File: src/rtl/core/pobc_pkg.sv
`timescale 1ns / 1ps
`default_nettype none

package pobc_pkg;

    localparam int unsigned MAX_BOXES_DEF = 16;

    localparam int unsigned COORD_W = 20;
    localparam int unsigned DIM_W   = 16;
    localparam int unsigned ROT_W   = 16;
    localparam int unsigned HIT_W   = 4;
    localparam int unsigned COUNT_W = 5;

    localparam logic [1:0] OP_CLEAR    = 2'd0;
    localparam logic [1:0] OP_LOAD     = 2'd1;
    localparam logic [1:0] OP_CLASSIFY = 2'd2;

    // One row of the box table: centre, extents and rotation.
    typedef struct packed {
        logic signed [COORD_W-1:0] cx;
        logic signed [COORD_W-1:0] cy;
        logic signed [COORD_W-1:0] cz;
        logic        [DIM_W-1:0]   len;
        logic        [DIM_W-1:0]   wid;
        logic        [DIM_W-1:0]   hgt;
        logic signed [ROT_W-1:0]   rcos;
        logic signed [ROT_W-1:0]   rsin;
    } box_entry_t;

    typedef struct packed {
        logic accept;
        logic scan_rd;
        logic out_load;
    } dp_cmd_t;

    typedef struct packed {
        logic pipe_busy;
        logic table_empty;
    } dp_stat_t;

endpackage

`default_nettype wire

File: src/rtl/core/pobc_ctrl.sv
`timescale 1ns / 1ps
`default_nettype none

module pobc_ctrl #(
    parameter int unsigned MAX_BOXES = pobc_pkg::MAX_BOXES_DEF,
    parameter int unsigned IDX_W     = (MAX_BOXES > 1) ? $clog2(MAX_BOXES) : 1,
    parameter int unsigned CNT_W     = $clog2(MAX_BOXES + 1)
) (
    input  wire logic               aclk,
    input  wire logic               aresetn,
    input  wire logic               s_valid,
    output logic                    s_ready,
    input  wire logic [1:0]         s_opcode,
    output logic                    m_valid,
    input  wire logic               m_ready,
    output pobc_pkg::dp_cmd_t       cmd,
    output logic [IDX_W-1:0]        scan_addr,
    input  wire pobc_pkg::dp_stat_t stat,
    input  wire logic [CNT_W-1:0]   held
);

    typedef enum logic [1:0] {
        ST_IDLE,
        ST_SCAN,
        ST_DRAIN,
        ST_RESP
    } state_t;

    state_t           state_reg;
    logic             m_valid_reg;
    logic [CNT_W-1:0] cnt_reg;
    logic [CNT_W-1:0] cnt_next;
    logic             accept;
    logic             out_free;

    always_comb begin
        s_ready      = (state_reg == ST_IDLE);
        accept       = s_valid && s_ready;
        out_free     = !m_valid_reg || m_ready;
        cnt_next     = cnt_reg + CNT_W'(1);
        cmd.accept   = accept;
        cmd.scan_rd  = (state_reg == ST_SCAN);
        cmd.out_load = (state_reg == ST_RESP) && out_free;
        scan_addr    = cnt_reg[IDX_W-1:0];
        m_valid      = m_valid_reg;
    end

    always_ff @(posedge aclk) begin
        if (!aresetn) begin
            state_reg   <= ST_IDLE;
            m_valid_reg <= 1'b0;
            cnt_reg     <= '0;
        end else begin
            if (m_valid_reg && m_ready && !cmd.out_load) begin
                m_valid_reg <= 1'b0;
            end
            unique case (state_reg)
                ST_IDLE: begin
                    if (accept) begin
                        cnt_reg <= '0;
                        if ((s_opcode == pobc_pkg::OP_CLASSIFY) && !stat.table_empty) begin
                            state_reg <= ST_SCAN;
                        end else begin
                            state_reg <= ST_RESP;
                        end
                    end
                end
                ST_SCAN: begin
                    // issue one table row per cycle
                    cnt_reg <= cnt_next;
                    if (cnt_next == held) begin
                        state_reg <= ST_DRAIN;
                    end
                end
                ST_DRAIN: begin
                    if (!stat.pipe_busy) begin
                        state_reg <= ST_RESP;
                    end
                end
                ST_RESP: begin
                    if (out_free) begin
                        m_valid_reg <= 1'b1;
                        state_reg   <= ST_IDLE;
                    end
                end
                default: state_reg <= ST_IDLE;
            endcase
        end
    end

endmodule

`default_nettype wire

File: config.mk
export PLATFORM = sky130hd
export DESIGN_NAME = pobc_ctrl
export DESIGN_NICKNAME = d
export VERILOG_FILES = /design/src/rtl/core/pobc_pkg.sv /design/src/rtl/core/pobc_ctrl.sv
export SDC_FILE = /design/constraint.sdc
export NUM_CORES = 1
export LEC_CHECK = 0
export BUFFER_PORTS_ARGS = -buffer_cell sky130_fd_sc_hd__buf_2
export CAP_MARGIN = 15
export CORE_ASPECT_RATIO = 0.9
export CORE_UTILIZATION = 39
export CTS_CLUSTER_SIZE = 10
export DETAILED_ROUTE_END_ITERATION = 16
export GPL_ROUTABILITY_DRIVEN = 0
export HOLD_SLACK_MARGIN = 0.12
export PLACE_DENSITY = 0.75
export SLEW_MARGIN = 20
export SYNTH_ARGS = -nofsm -noshare
export SYNTH_HDL_FRONTEND = slang
export SYNTH_SLANG_ARGS = --single-unit
export TNS_END_PERCENT = 100
File: constraint.sdc
create_clock -name aclk -period 2.9 [get_ports aclk]
set_input_delay 0 -clock aclk [delete_from_list [all_inputs] [get_ports aclk]]
set_output_delay 0 -clock aclk [all_outputs]
set_load 0.02 [all_outputs]
# Yosys cells after proc, flatten, opt, wreduce, memory -nomap -nowiden

Cells that the tools add are included.

Input bits: 13
Register bits: 8
Output and inout port bits: 9

Muxes and demuxes: 11
Add/subtract/negate cells: 1
Equal/unequal tests: 9
Reductions and logical operators: 13

Operators with widths:

| cell                  | count |
|---|---|
| $mux W2               | 5 |
| $pmux W5 S2           | 1 |
| $pmux W2 S4           | 1 |
| $eq A2 B2 Y1 const B  | 3 |
| $add A5 B1 Y5 const B | 1 |
| $eq A5 B5 Y1          | 1 |
| $logic_and A1 B1 Y1   | 5 |
| $mux W5               | 1 |
| $ne A2 B1 Y1 const B  | 2 |
| $ne A2 B2 Y1 const B  | 2 |
| $reduce_and A4 Y1     | 1 |
| $logic_not A1 Y1      | 3 |
| $mux W1               | 3 |
| $eq A2 B1 Y1 const B  | 1 |
| $logic_not A2 Y1      | 1 |
| $reduce_and A2 Y1     | 1 |
| $reduce_bool A2 Y1    | 1 |
| $logic_or A1 B1 Y1    | 1 |

# Longest topological paths before layout

Word-level depth: 8
Depth in mapped cells: 7

# Worst setup path before layout

OpenSTA, ideal clock, no wires.

Kind: register to register
From: reg state_reg[0]
To: reg state_reg[0]
Setup time: 0.122 ns
Stages on the path, launching flop included: 8
Arrival: 1.769 ns
Buffers on the path: 0
Period minus slack after synthesis: 1.890 ns
Slack: 1.010 ns
Cell sequence: dfxtp_1 inv_1 ha_1 nor2b_2 a221oi_2 nand4_1 o21a_1 o311a_1

Cells in the longest elaborated chain, start to end: 4

RTL lines:

| item                               | RTL line        | source |
|---|---|---|
| start: declaration                 | pobc_ctrl.sv:29 | `state_t state_reg;` |
| start signal: assignment           | pobc_ctrl.sv:50 | `state_reg <= ST_IDLE;` |
| start signal: assignment           | pobc_ctrl.sv:62 | `state_reg <= ST_SCAN;` |
| start signal: assignment           | pobc_ctrl.sv:64 | `state_reg <= ST_RESP;` |
| $logic_not A2 Y1 *                 | pobc_ctrl.sv:37 | `s_ready = (state_reg == ST_IDLE);` |
| via s_ready                        | pobc_ctrl.sv:12 | `output logic s_ready,` |
| $logic_and A1 B1 Y1                | pobc_ctrl.sv:38 | `accept = s_valid && s_ready;` |
| $ne A2 B1 Y1 (no source line)      | -               |  |
| $reduce_and A4 Y1 (no source line) | -               |  |

Mark *: on every way through the listed nets, which the timed path passes. The rest lies on a longest branch.
A chain may end at the register's enable or synchronous reset.

# Final worst setup path

From: reg state_reg[0]
To: reg state_reg[0]

Cells in the longest elaborated chain, start to end: 4

RTL lines:

| item                               | RTL line |
|---|---|
| $logic_not A2 Y1                   | pobc_ctrl.sv:37, pobc_ctrl.sv:57 |
| $logic_and A1 B1 Y1                | pobc_ctrl.sv:38 |
| $ne A2 B1 Y1 (no source line)      | - |
| $reduce_and A4 Y1 (no source line) | - |

Parallel ways exist; a longest one is shown, timed or not.

==> flow_summary_export.csv <==
group,metric,value,unit
timing,setup_slack,888.2,ps
placed_design,dpl-instance-area,752.0,µm²
floorplanning,die_h,40.94,µm
logic_synthesis,synth_edf_count,0,
run,cap_violations,0,
cells_and_area,layout.nets,117,
worst_setup_path,end_kind,"flip-flop",
timing,max_freq,497.1,MHz
floorplanning,io_pins,22,
timing,slew_headroom,65.46,%
cells_and_area,area_growth_syn_to_layout,19.43,%
worst_setup_path,worst_path_max_delay_cell,"dfxtp_1",
drt,drc_errors,0,
clocking,ctsRootBufferMaster,"clkbuf_4",
timing,finalCritPeriodShare,69.37,%
drt,viasPerCell,4.958,
logic_synthesis,synth_area_leaders,"dfxtp_1 24%, ha_1 11%, xnor2_1 6.7%",
global_routing,grt_pass1_wl,2001,µm
logic_synthesis,synth_area,656.9,µm²
clocking,cts-resized-gates,0,
run_status,status,"complete, no violations",
global_routing,grt-ovfl-total,0,
cells_and_area,drive_gt1_share,31.25,%
logic_synthesis,synth_top_cell_area_share,24.38,%
floorplanning,rows,13,
cells_and_area,multiInputGateArea,444.2,µm²
timing,grt_setup_unrepaired,"no",
pwr,finalPower,0.5450,mW
timing,finalMaxSlewViolations,0,
drt,wl,1385,µm
drt,first_pass_iters,2,
drt,num_vias,585,
worst_setup_path,path_buf_inv,1,
logic_synthesis,synthFlopType,"dfxtp_1",
global_routing,grt_max_degree,9,
pwr,pwr_density_cell,694.7,nW/µm²
placed_design,dp_hpwl,1080,µm
worst_setup_path,start_kind,"flip-flop",
timing,hold_viol,0,
worst_setup_path,cp_top_family,"compound AO/OA/AOI/OAI gates",
logic_synthesis,postSynthNetCount,95,
clocking,htreeDepth,1,
timing,finClkSkew,2.119,ps
cells_and_area,nFillCells,155,
pwr,ir_drop,0.4007,mV
cells_and_area,regArea,160.2,µm²
clocking,clkLatencyLatePin,260,ps
clocking,clk_pin_slew_worst_paths,50,ps
cells_and_area,insertedDiodeCount,0,
clocking,cts-buffers-inserted,3,
timing,worst_slew_pin_slew,512.7,ps
timing,setup-violations-final,0,
worst_setup_path,path_class,"reg -> reg",
timing,finalSetupTns,0,ps
cells_and_area,final_area,784.5,µm²
global_routing,antenna_found_initial,0,
placed_design,io_buffers,21,
worst_setup_path,crit_arrival,2160,ps
clocking,numClockSinks,8,
logic_synthesis,syn_area_per_cell,8.643,µm²
drt,wl_per_cell,11.74,µm
drt,route.antenna.remaining_nets,0,
logic_synthesis,ys_seq_area_share,24.38,%
cells_and_area,largest_reg_flops,5,
logic_synthesis,yosysWarnings,0,
logic_synthesis,netlist.top_cell.by_area,"dfxtp_1",
logic_synthesis,ys_async_sr_fraction,0,%
worst_setup_path,critPathRequiredTime,3050,ps
logic_synthesis,ys_ff_latch,8,
timing,period_minus_slack,2012,ps
logic_synthesis,synthCells,76,
worst_setup_path,max_stage_delay,390,ps
floorplanning,dieArea,1853,µm²
floorplanning,start_util,43.42,%
clocking,cts_tree,"built",
placed_design,dp_slack,932.1,ps
pwr,p_leak,0.3785,nW
worst_setup_path,crit_chain,"inv_1 > ha_1 > nor2b_2 > a221oi_2 > nand4_1 > o21a_1 > o311a_1",
logic_synthesis,synth_cell_types,34,
logic_synthesis,synthTopCellsByCount,"8 x dfxtp_1, 8 x nor2_1, 6 x ha_1, 5 x buf_4, 5 x xnor2_1",
floorplanning,die_w,45.26,µm
global_routing,first_global_vias,447,
min_path,min-delay-path-class,"in -> reg",
clocking,cts_buffer_depth,2,
drt,drt_iter0_drc,6,
floorplanning,core_area,1513,µm²
global_routing,grt_use_total,16.56,%
worst_setup_path,cp_max_fo,8,
==> final timing paths <==
| path | start | to | slack [ps] | cells after the start |
|---|---|---|---|---|
| setup / recovery | state_reg[0] | state_reg[0] | 890 | 7 |
| hold / removal | m_ready | m_valid | 140 | 5 |
| setup reg to reg | state_reg[0] | state_reg[0] | 890 | 7 |
| hold reg to reg | state_reg[1] | state_reg[1] | 520 | 2 |
==> what timing repair did <==
action,in CTS,in global routing
hold buffers,1,0
endpoints found under the hold margin,3,0
buffers inserted,0,0
==> worst register-to-register path, delay by kind of cell (launching register included) <==
kind	cells	cell delay, ps
AOI/OAI and AO/OA	3	710
and+or+nand+nor	2	410
DFF	1	390
adders and majority gates	1	290
buffers and inverters	1	110
==> report_power, final <==
part	switching (mW)	total [mW]	internal (mW)	leakage (nW)
Sequential	0.0235	0.153	0.130	0.0652
Combinational	0.179	0.301	0.122	0.300
Clock	0.0424	0.0901	0.0477	0.0138
==> layout make-up <==
type	instances	area share (%)
multi-input cells	59	56.62
well taps	22	3.509
flip-flops and latches	8	20.41
inverters	4	1.914
clock buffers	3	2.871
repair buffers	22	14.67
==> cell families (layout without fill, tap and decap cells) <==
logic type	after synthesis	after routing	share of synthesized area, %
buffers and inverters	9	29	8.000
flip-flops	8	8	24.38
AO/OA/AOI/OAI	16	16	18.48
multiplexers	3	3	5.333
AND/OR/NAND/NOR	27	27	21.91
XOR/XNOR	7	7	10.48
adder cells (fa/ha/maj)	6	6	11.43
==> per-stage QoR <==
stage                     hold WS, ps  utilization [%]  cells
after global placement          276.2            49.71    114
after detailed placement        277.0            49.71    114
after CTS                       123.8            51.86    118
after floorplan                 131.2                -     76
after global routing            147.1            51.86    118
final                           138.9            51.86    118
==> placed cells by master (no fill, tap or decap) <==
cell type,instances
a22oi_1,2
xor2_1,1
mux2i_2,1
mux2_2,1
xnor2_1,5
o21ai_1,1
nand2_1,4
a21oi_1,2
nand4_1,1
or4bb_1,1
dlygate4sd3_1,1
a221oi_2,1
a21o_1,1
buf_2,21
o211ai_1,2
mux2i_1,1
nor2_1,8
nor2b_1,1
o21a_1,1
nand3_1,2
and2b_1,1
nor2b_2,1
xor2_2,1
clkbuf_4,3
a32oi_1,1
nor3b_1,1
inv_1,4
ha_1,6
and2_1,2
o311a_1,1
nand2b_1,3
nor3_1,2
a21o_2,1
a311oi_1,1
o21ai_0,2
dfxtp_1,8
==> routing by layer <==
layer	part of all wire, %	up-vias	track usage [%]
li1	-	309	-
met1	53	254	22.63
met2	40	17	22.83
met3	4.4	5	3.965
met4	2.7	0	11.36
met5	0	-	0
Power figures use the tool's default switching activity.
